$ cat src/gwm_pkg.sv
`default_nettype none

package gwm_pkg;

  localparam int unsigned ChW = 8;
  localparam int unsigned OpW = 2;

  localparam logic [ChW-1:0] StarByte     = 8'd42;
  localparam logic [ChW-1:0] QuestionByte = 8'd63;

  typedef enum logic [OpW-1:0] {
    OP_APPEND = 2'd0,
    OP_VALUE  = 2'd1,
    OP_CLEAR  = 2'd2,
    OP_END    = 2'd3
  } op_e;

endpackage

`default_nettype wire

$ cat src/gwm_live_update.sv
`default_nettype none

// Star closure and one-byte advance of the live position vector.
// Closure fills each run of stars above a live star position, plus the
// position just past the run; that is a carry chain, so one add does it.
module gwm_live_update #(
  parameter int unsigned NUM_POS = 32
) (
  input  wire logic [NUM_POS:0]   live_i,   // live positions, not closed
  input  wire logic [NUM_POS-1:0] star_i,   // written position holds '*'
  input  wire logic [NUM_POS-1:0] hit_i,    // written non-star position matches byte
  output logic      [NUM_POS:0]   closed_o,
  output logic      [NUM_POS:0]   next_o
);

  logic [NUM_POS:0] star_ext;
  logic [NUM_POS:0] seed;
  logic [NUM_POS:0] fill_sum;

  assign star_ext = {1'b0, star_i};
  assign seed     = live_i & star_ext;
  assign fill_sum = seed + star_ext;
  assign closed_o = live_i | (fill_sum ^ star_ext);

  // a star stays on its own position, a hit moves one position up
  assign next_o = {1'b0, closed_o[NUM_POS-1:0] & star_i}
                | {closed_o[NUM_POS-1:0] & hit_i, 1'b0};

endmodule

`default_nettype wire

$ cat src/glob_wildcard_matcher.sv
`default_nettype none

// Glob matcher for '*' (any run of bytes, empty too) and '?' (any one byte).
// Each input word carries an op in tuser: append a pattern byte, feed a value
// byte, clear the pattern, or end the value. Only an end-of-value word
// produces an output word: bit 0 matched, bit 1 set if pattern bytes were
// dropped since the last clear because MAX_PATTERN bytes were already held.
// One word is taken per cycle while no end-of-value word stalls. A word is
// held in the input register, and an end-of-value result is registered in
// the output register as its word leaves the input register. An end-of-value
// word stalls in the input register, and so stalls the input, only while the
// previous result is still unread. The update of all pattern positions is
// parallel, and runs of stars are resolved by one MAX_PATTERN+1 bit add, so
// the pattern length does not change the rate. Appending pattern bytes during
// a value is allowed; the new position takes part from the next value byte on.
module glob_wildcard_matcher
  import gwm_pkg::*;
#(
  parameter int unsigned MAX_PATTERN = 32
) (
  input  wire logic             clk_i,
  input  wire logic             rst_ni,
  input  wire logic             s_axis_tvalid_i,
  output logic                  s_axis_tready_o,
  input  wire logic [7:0]       s_axis_tdata_i,   // [7:0] ch
  input  wire logic [OpW-1:0]   s_axis_tuser_i,   // [1:0] op
  output logic                  m_axis_tvalid_o,
  input  wire logic             m_axis_tready_i,
  output logic [7:0]            m_axis_tdata_o    // [0] matched, [1] pattern_overflow, rest 0
);

  localparam int unsigned LenW = $clog2(MAX_PATTERN + 1);
  localparam int unsigned IdxW = (MAX_PATTERN > 1) ? $clog2(MAX_PATTERN) : 1;

  // input register
  logic           in_valid_q;
  op_e            in_op_q;
  logic [ChW-1:0] in_ch_q;

  // pattern state
  logic [ChW-1:0]       pat_q [MAX_PATTERN];
  logic [LenW-1:0]      len_q, len_d;
  logic                 ovf_q, ovf_d;
  logic [MAX_PATTERN:0] live_q, live_d;

  // output register
  logic out_valid_q, out_valid_d;
  logic out_match_q, out_ovf_q;

  logic proceed;
  logic store_full;
  logic do_write;

  logic [MAX_PATTERN-1:0] written;
  logic [MAX_PATTERN-1:0] star_mask;
  logic [MAX_PATTERN-1:0] hit_mask;
  logic [MAX_PATTERN:0]   closed;
  logic [MAX_PATTERN:0]   next_live;

  assign proceed = in_valid_q
                 && ((in_op_q != OP_END) || !out_valid_q || m_axis_tready_i);
  assign s_axis_tready_o = !in_valid_q || proceed;
  assign store_full = (len_q == LenW'(MAX_PATTERN));
  assign do_write   = proceed && (in_op_q == OP_APPEND) && !store_full;

  always_ff @(posedge clk_i or negedge rst_ni) begin
    if (!rst_ni) begin
      in_valid_q <= 1'b0;
    end else if (s_axis_tready_o) begin
      in_valid_q <= s_axis_tvalid_i;
    end
  end

  always_ff @(posedge clk_i) begin
    if (s_axis_tready_o && s_axis_tvalid_i) begin
      in_op_q <= op_e'(s_axis_tuser_i);
      in_ch_q <= s_axis_tdata_i;
    end
  end

  always_ff @(posedge clk_i) begin
    if (do_write) begin
      pat_q[len_q[IdxW-1:0]] <= in_ch_q;
    end
  end

  for (genvar i = 0; i < MAX_PATTERN; i++) begin : g_pos
    assign written[i]   = (LenW'(i) < len_q);
    assign star_mask[i] = written[i] && (pat_q[i] == StarByte);
    assign hit_mask[i]  = written[i] && (pat_q[i] != StarByte)
                        && ((pat_q[i] == QuestionByte) || (pat_q[i] == in_ch_q));
  end

  gwm_live_update #(
    .NUM_POS (MAX_PATTERN)
  ) u_live_update (
    .live_i   (live_q),
    .star_i   (star_mask),
    .hit_i    (hit_mask),
    .closed_o (closed),
    .next_o   (next_live)
  );

  always_comb begin
    len_d  = len_q;
    ovf_d  = ovf_q;
    live_d = live_q;
    if (proceed) begin
      unique case (in_op_q)
        OP_APPEND: begin
          if (store_full) begin
            ovf_d = 1'b1;
          end else begin
            len_d = len_q + LenW'(1);
          end
        end
        OP_VALUE: begin
          live_d = next_live;
        end
        OP_CLEAR: begin
          len_d  = '0;
          ovf_d  = 1'b0;
          live_d = (MAX_PATTERN + 1)'(1);
        end
        OP_END: begin
          live_d = (MAX_PATTERN + 1)'(1);
        end
        default: begin
          live_d = live_q;
        end
      endcase
    end
  end

  always_comb begin
    out_valid_d = out_valid_q && !m_axis_tready_i;
    if (proceed && (in_op_q == OP_END)) begin
      out_valid_d = 1'b1;
    end
  end

  always_ff @(posedge clk_i or negedge rst_ni) begin
    if (!rst_ni) begin
      len_q       <= '0;
      ovf_q       <= 1'b0;
      live_q      <= (MAX_PATTERN + 1)'(1);
      out_valid_q <= 1'b0;
    end else begin
      len_q       <= len_d;
      ovf_q       <= ovf_d;
      live_q      <= live_d;
      out_valid_q <= out_valid_d;
    end
  end

  always_ff @(posedge clk_i) begin
    if (proceed && (in_op_q == OP_END)) begin
      out_match_q <= closed[len_q];
      out_ovf_q   <= ovf_q;
    end
  end

  assign m_axis_tvalid_o = out_valid_q;
  assign m_axis_tdata_o  = {6'b0, out_ovf_q, out_match_q};

  // overflow is only ever raised with a full store
  assert property (@(posedge clk_i) disable iff (!rst_ni)
    ovf_q |-> store_full)
    else $error("overflow flag set with store not full");

  assert property (@(posedge clk_i) disable iff (!rst_ni)
    len_q <= LenW'(MAX_PATTERN))
    else $error("pattern length beyond store size");

  // no live position past the end of the pattern
  assert property (@(posedge clk_i) disable iff (!rst_ni)
    (live_q & ~{written, 1'b1}) == '0)
    else $error("live position beyond pattern length");

  assert property (@(posedge clk_i) disable iff (!rst_ni)
    (proceed && (in_op_q == OP_END)) |=> (live_q == (MAX_PATTERN + 1)'(1)))
    else $error("live vector not restarted after end of value");

  // an end-of-value word never overwrites a result still waiting
  assert property (@(posedge clk_i) disable iff (!rst_ni)
    (out_valid_q && !m_axis_tready_i) |-> !(proceed && (in_op_q == OP_END)))
    else $error("result overwritten under backpressure");

endmodule

`default_nettype wire
$ cat config.mk
export PLATFORM = sky130hd
export DESIGN_NAME = glob_wildcard_matcher
export DESIGN_NICKNAME = d
export VERILOG_FILES = /design/src/gwm_pkg.sv /design/src/gwm_live_update.sv /design/src/glob_wildcard_matcher.sv
export SDC_FILE = /design/constraint.sdc
export NUM_CORES = 1
export LEC_CHECK = 0
export ABC_AREA = 1
export ABC_CLOCK_PERIOD_IN_PS = 3450
export BUFFER_PORTS_ARGS = -buffer_cell sky130_fd_sc_hd__buf_2
export CAP_MARGIN = 5
export CORE_AREA = 2 2 199 220
export DETAILED_ROUTE_END_ITERATION = 8
export DIE_AREA = 0 0 201 222
export GPL_TIMING_DRIVEN = 0
export PLACE_DENSITY = 0.69
export SLEW_MARGIN = 5
export SYNTH_ARGS = -nofsm -noshare
export SYNTH_HDL_FRONTEND = slang
export SYNTH_SLANG_ARGS = --single-unit
$ cat constraint.sdc
create_clock -name clk_i -period 3.45 [get_ports clk_i]
set_input_delay 0.69 -clock clk_i [delete_from_list [all_inputs] [get_ports clk_i]]
set_output_delay 0.69 -clock clk_i [all_outputs]
set_load 0.02 [all_outputs]
### Word level (Yosys, flattened, before mapping)

Memory sizes are Yosys's and may differ from the RTL's.
Cells that the tools add are included.

* register bits after elaboration: 54
* latch bits: 0
* RAM bits: 256
* ROM bits: 0
* bits of input ports: 14
* output and inout bits: 10
* memories kept: 1

Memories
* pat_q: words 32, width 8, rd ports 32, clocked after memory_dff 0, write ports 1, line glob_wildcard_matcher.sv:41 `logic [ChW-1:0] pat_q [MAX_PATTERN];`

* add/subtract/negate cells: 2
* $mul: 0
* divide/modulo/power cells: 0
* magnitude comparators: 33
* eq/ne operators: 135
* shift-type cells: 0
* muxes and demuxes: 10
* bitwise logic cells: 6
* reductions and logical operators: 148

Operators by type and width (count)
* 8-bit by 6-bit == test with 1-bit output (second input constant): 64
* 8-bit == test: 32
* 8-bit by 6-bit != test with 1-bit output (second input constant): 32
* 1-bit logical AND: 102
* 5-bit by 6-bit < comparator with 1-bit output (first input constant): 16
* 33-bit one-hot mux with 2 select lines: 1
* 32-bit AND: 2
* 4-bit by 6-bit < comparator with 1-bit output (first input constant): 8
* 1-bit logical OR: 35
* 33-bit by 32-bit adder with 33-bit output: 1
* 33-bit by 32-bit AND with 33-bit output: 1
* 32-bit by 33-bit OR with 33-bit output: 1
* 33-bit OR: 1
* 33-bit by 32-bit XOR with 33-bit output: 1
* 3-bit by 6-bit < comparator with 1-bit output (first input constant): 4
* 1-bit by 6-bit < comparator with 1-bit output (first input constant): 2
* 2-bit by 6-bit < comparator with 1-bit output (first input constant): 2
* 6-bit one-hot mux with 2 select lines: 1
* 6-bit by 7-bit < comparator with 1-bit output (second input constant): 1
* 6-bit by 1-bit adder with 6-bit output (second input constant): 1
* 1-bit binary-select mux with 6-bit select: 1
* 6-bit == test (second input constant): 1
* 6-bit 2-to-1 mux: 1
* 2-bit != test (second input constant): 3
* other kinds (10): 20

### Logic depth before layout (Yosys ltp)

An unclocked memory read counts as a cell.

* depth after elaboration: 10
* depth in mapped cells: 24
* gate-level depth less buffers: 22

### Modules after synthesis

Synthesis repeated with hierarchy kept, for this count alone.

* cell total of the unflattened synthesis: 2284
* area, all modules: 18682.9 um2

By module, submodules not included
* glob_wildcard_matcher: times used 1, cells each 1686, area an instance 16130.5 um2
* gwm_live_update: times used 1, cells each 598, area an instance 2552.4 um2

### Worst setup path after synthesis

Ideal clock, no wire load.

* path type: register to register
* from: register len_q[0]
* to: register out_match_q, data pin
* data arrival time: 2.765 ns
* required time: 3.194 ns
* path slack: 0.430 ns
* stages on the path, launching flop included: 25
* period minus slack after synthesis: 3.020 ns
* cell sequence: dfrtp_1 -> clkbuf_1 -> inv_1 -> clkbuf_8 -> ha_1 -> inv_1 -> o21ai_0 -> nor2_1 -> ha_1 -> inv_1 -> nand2_1 -> nand2_1 -> nand2_1 -> nand2_1 -> nand2_1 -> nand2_1 -> nand2_1 -> nand2_1 -> nand3_1 -> o21ai_0 -> nand2_1 -> nand2_1 -> nand2_1 -> o21ai_1 -> nand2_1

* word-level cells in the longest chain between the ends: 8

Ends and longest elaborated chain
* start, declared: line glob_wildcard_matcher.sv:42 `logic [LenW-1:0] len_q, len_d;`
* start signal, assigned: line glob_wildcard_matcher.sv:149 `len_q <= len_d;`
* 1-bit by 6-bit < comparator with 1-bit output (tied with other cells): line glob_wildcard_matcher.sv:88 `assign written[i] = (LenW'(i) < len_q);`
* 1-bit logical AND: line glob_wildcard_matcher.sv:89 `assign star_mask[i] = written[i] && (pat_q[i] == StarByte);`
* 33-bit by 32-bit AND with 33-bit output: line gwm_live_update.sv:21 `assign seed = live_i & star_ext;`
* 33-bit by 32-bit adder with 33-bit output: line gwm_live_update.sv:22 `assign fill_sum = seed + star_ext;`
* 33-bit by 32-bit XOR with 33-bit output: line gwm_live_update.sv:23 `assign closed_o = live_i | (fill_sum ^ star_ext);`
* 33-bit OR: line gwm_live_update.sv:23
* 1-bit binary-select mux with 6-bit select *: line glob_wildcard_matcher.sv:158 `out_match_q <= closed[len_q];`
* 1-bit 2-to-1 mux (not written as such) *: line glob_wildcard_matcher.sv:158
* end signal, assigned: line glob_wildcard_matcher.sv:158
* end, declared: line glob_wildcard_matcher.sv:48 `logic out_match_q, out_ovf_q;`

Every way passes the cells marked *; elsewhere a longest branch is shown, timed or not. The select of a mux whose other input is x is not followed.
A chain may end at the register's enable or synchronous reset.

### Worst setup path after layout

* from: register in_ch_q[4]
* to: register live_q[17]

* word-level cells in the longest chain between the ends: 6

Ends and longest elaborated chain
* start, declared: line glob_wildcard_matcher.sv:38 `logic [ChW-1:0] in_ch_q;`
* start signal, assigned: line glob_wildcard_matcher.sv:77 `in_ch_q <= s_axis_tdata_i;`
* 8-bit == test: line glob_wildcard_matcher.sv:91 `&& ((pat_q[i] == QuestionByte) || (pat_q[i] == in_ch_q));`
* 1-bit logical OR: line glob_wildcard_matcher.sv:91
* 1-bit logical AND: line glob_wildcard_matcher.sv:91
* 32-bit AND: line gwm_live_update.sv:27 `| {closed_o[NUM_POS-1:0] & hit_i, 1'b0};`
* 32-bit by 33-bit OR with 33-bit output: line gwm_live_update.sv:27
* 33-bit one-hot mux with 2 select lines: line glob_wildcard_matcher.sv:109 `unique case (in_op_q)`
* end signal, assigned: line glob_wildcard_matcher.sv:146 `live_q <= (MAX_PATTERN + 1)'(1);`
* end signal, assigned: line glob_wildcard_matcher.sv:151 `live_q <= live_d;`
* end, declared: line glob_wildcard_matcher.sv:44 `logic [MAX_PATTERN:0] live_q, live_d;`

No other way between the ends.

==> flow_summary_export.csv <==
group,metric,value,unit
outcome,outcome,"finished with violations",
outcome,violations,"negative setup slack",
sta,final.period_utilization,101,%
global_route,grt_pass1_wl,95500,µm
run,maxCapViolCount,0,
yosys,ys_top_cells_by_count,"nand2_1 (573), nor2_1 (289), edfxtp_1 (268), inv_1 (233), nand3_1 (173)",
final_layout,final_nets,2378,
clock_tree,path_clk_slew,0.06,ns
drt,drc_errors,0,
place,dp_hpwl,48000,µm
yosys,ys_ff_latch,310,
setup_path,path_max_fanout,16,
sta,fmax,287,MHz
final_layout,drive_gt1_share,12.5,%
floorplan,die-area,44600,µm²
setup_path,arrival,3.94,ns
floorplan,fp-row-count,79,
place,pre_cts_ws,-1.28,ns
floorplan,io_pins,24,
yosys,synth_cells,2277,
clock_tree,cts_buffers,36,
clock_tree,h-tree-depth,2,
setup_path,worstSetupPathType,"reg -> reg",
yosys,yosysSeqAreaShare,48.2,%
setup_path,cp.required,3.90,ns
global_route,grt_max_degree,43,
yosys,synth_edf_count,268,
global_route,track_usage,28.6,%
global_route,grt_overflow_total,0,
place,globalplace.congestion,0.958,
floorplan,core,42200,µm²
sta,setup_viol,1,
yosys,netlist_area,18900,µm²
power,ir_drop,368,µV
final_layout,final_util,50.7,%
clock_tree,clock_sinks,310,
sta,fin_tns_setup,-0.0372,ns
sta,rsz0062_at_grt,"true",
floorplan,start_util,44.7,%
final_layout,synthToLayoutAreaGrowth,13.3,%
yosys,synthFlopType,"edfxtp_1",
place,portBuffers,17,
sta,maxSlewHeadroom,7.97,%
drt,wl_per_cell,21.8,µm
yosys,yosysMostFrequentCell,"nand2_1",
clock_tree,clockBufferDepth,3,
power,power.density,436,nW/µm²
sta,finalCriticalPeriod,3.49,ns
yosys,async_flop_share,13.5,%
sta,drv_slew,0,
yosys,ys.warnings.count,0,
final_layout,antenna_cells,0,
clock_tree,clk_latency,0.55,ns
floorplan,fp.dieW,201,µm
clock_tree,tritoncts,"yes",
sta,hold_viol_final,0,
setup_path,rr_startpoint,"in_ch_q[4]",
drt,vias,16906,
yosys,synth_area_leaders,"edfxtp_1 (43%), nand2_1 (11%), nor2_1 (5.7%)",
setup_path,end_kind,"flop",
drt,dr.pass1.iters,6,
yosys,avgSynthCellArea,8.29,µm²
yosys,yosysTopAreaCellShare,42.6,%
clock_tree,postCtsHoldBufs,0,
sta,worst_pin_slew,1.38,ns
clock_tree,cts_root_buf,"clkbuf_16",
sta,setup_ws,-0.0372,ns
drt,wl,64300,µm
min_path,hold_class,"in -> reg",
drt,drt_iter0_drc,2014,
drt,antenna_left,0,
yosys,synth_top_area_cell,"edfxtp_1",
yosys,ys_types,72,
drt,via_per_inst,5.73,
global_route,grt_pass1_vias,15984,
floorplan,die_y,222,µm
global_route,antenna_found_initial,2,
power,p_leak,8.44,nW
min_path,min_from,"s_axis_tuser_i[1]",
setup_path,startpoint,"in_ch_q[4]",
sta,clock_skew,0.0233,ns
setup_path,worstSetupStartpointType,"flop",
report_power, final:
group	switching, mW	total, mW	internal [mW]
registers	0.0503	4.19	4.14
logic	0.966	1.41	0.440
clock network	1.57	3.74	2.17
total	2.58	9.33	6.75
cell usage in the layout, fill, tap and decap left out, drive strengths merged, types with 4 or more instances in the layout:
| cell type | n |
|---|---|
| nand4 | 96 |
| dfrtp | 41 |
| o41ai | 4 |
| nor2 | 314 |
| a21oi | 39 |
| xnor2 | 95 |
| buf | 60 |
| conb | 6 |
| o2111ai | 14 |
| ha | 7 |
| nor4 | 24 |
| nor3 | 40 |
| o21bai | 4 |
| o22ai | 8 |
| o211ai | 9 |
| nand3b | 8 |
| or2 | 77 |
| o32ai | 9 |
| nand2 | 589 |
| clkinv | 17 |
| o21ai | 70 |
| a22oi | 4 |
| inv | 247 |
| clkbuf | 86 |
| xor2 | 26 |
| edfxtp | 268 |
| o221ai | 6 |
| nand3 | 182 |
through the flow:
step	cells	cell area [µm²]	power (mW)	hold WS, ns
4_1_cts	2946	21300	9.31	0.312
2_1_floorplan	2282	18900	5.05	0.394
5_1_grt	2951	21400	9.59	0.320
6_report	2951	21400	9.33	0.328
3_3_place_gp	2866	19700	5.50	0.446
3_5_place_dp	2880	20000	5.56	0.453
critical path, stage by stage (launching register included):
cell,delay (ns)
edfxtp_1,0.57
buf_16,0.22
buf_16,0.16
clkinv_1,0.34
clkbuf_1,0.53
nand2_1,0.18
nand4_1,0.13
o41ai_2,0.63
nand2_1,0.16
o31ai_1,0.31
nand2_1,0.08
o21ai_0,0.09
worst paths after layout:
check	endpoint	cells past startpoint	slack, ns
max	live_q[17]	11	-0.04
min	in_op_q[1]	1	0.33
max reg2reg	live_q[17]	11	-0.04
min reg2reg	out_ovf_q	0	0.47
max in group asynchronous	len_q[1]	1	2.31
min in group asynchronous	live_q[2]	1	0.37
state kept, by name, indices dropped and copies added, names as in the netlist:
name	flops
out_match_q	1
in_op_q	2
in_ch_q	8
m_axis_tvalid_o	1
ovf_q	1
out_ovf_q	1
live_q	33
in_valid_q	1
len_q	6
pat_q	256
metal layers:
layer  track usage [%]  share of wire (%)  vias to the layer above
li1                  -                  -                     7799
met1              36.0                 39                     7992
met2              47.2                 46                      899
met3              4.69                9.6                      214
met4              15.2                5.7                        2
met5                 0              0.014                        -
cell families after synthesis:
kind of cell	after synthesis	share of synthesized area, %
buffers and inverters	314	6.84
and+or+nand+nor	1339	32.4
AOI/OAI and AO/OA	185	6.43
DFF	310	48.2
other	1	0.0199
adders and majority gates	7	0.464
xor gates and xnor gates	121	5.61
area by class of cell:
cell class	count	area, µm²
inverter	249	943
sequential	310	9100
fill	3905	20800
clock inverter	20	166
clock buffer	45	977
multi-input combinational	1658	8600
timing repair buffer	40	513
tap	567	709
buffer	62	382
repair_timing:
item,in CTS,in global routing
buffers inserted,3,6
gates resized for setup,26,30
pin swaps,2,3
endpoints found under the setup margin,289,64
Power figures use the tool's default switching activity.
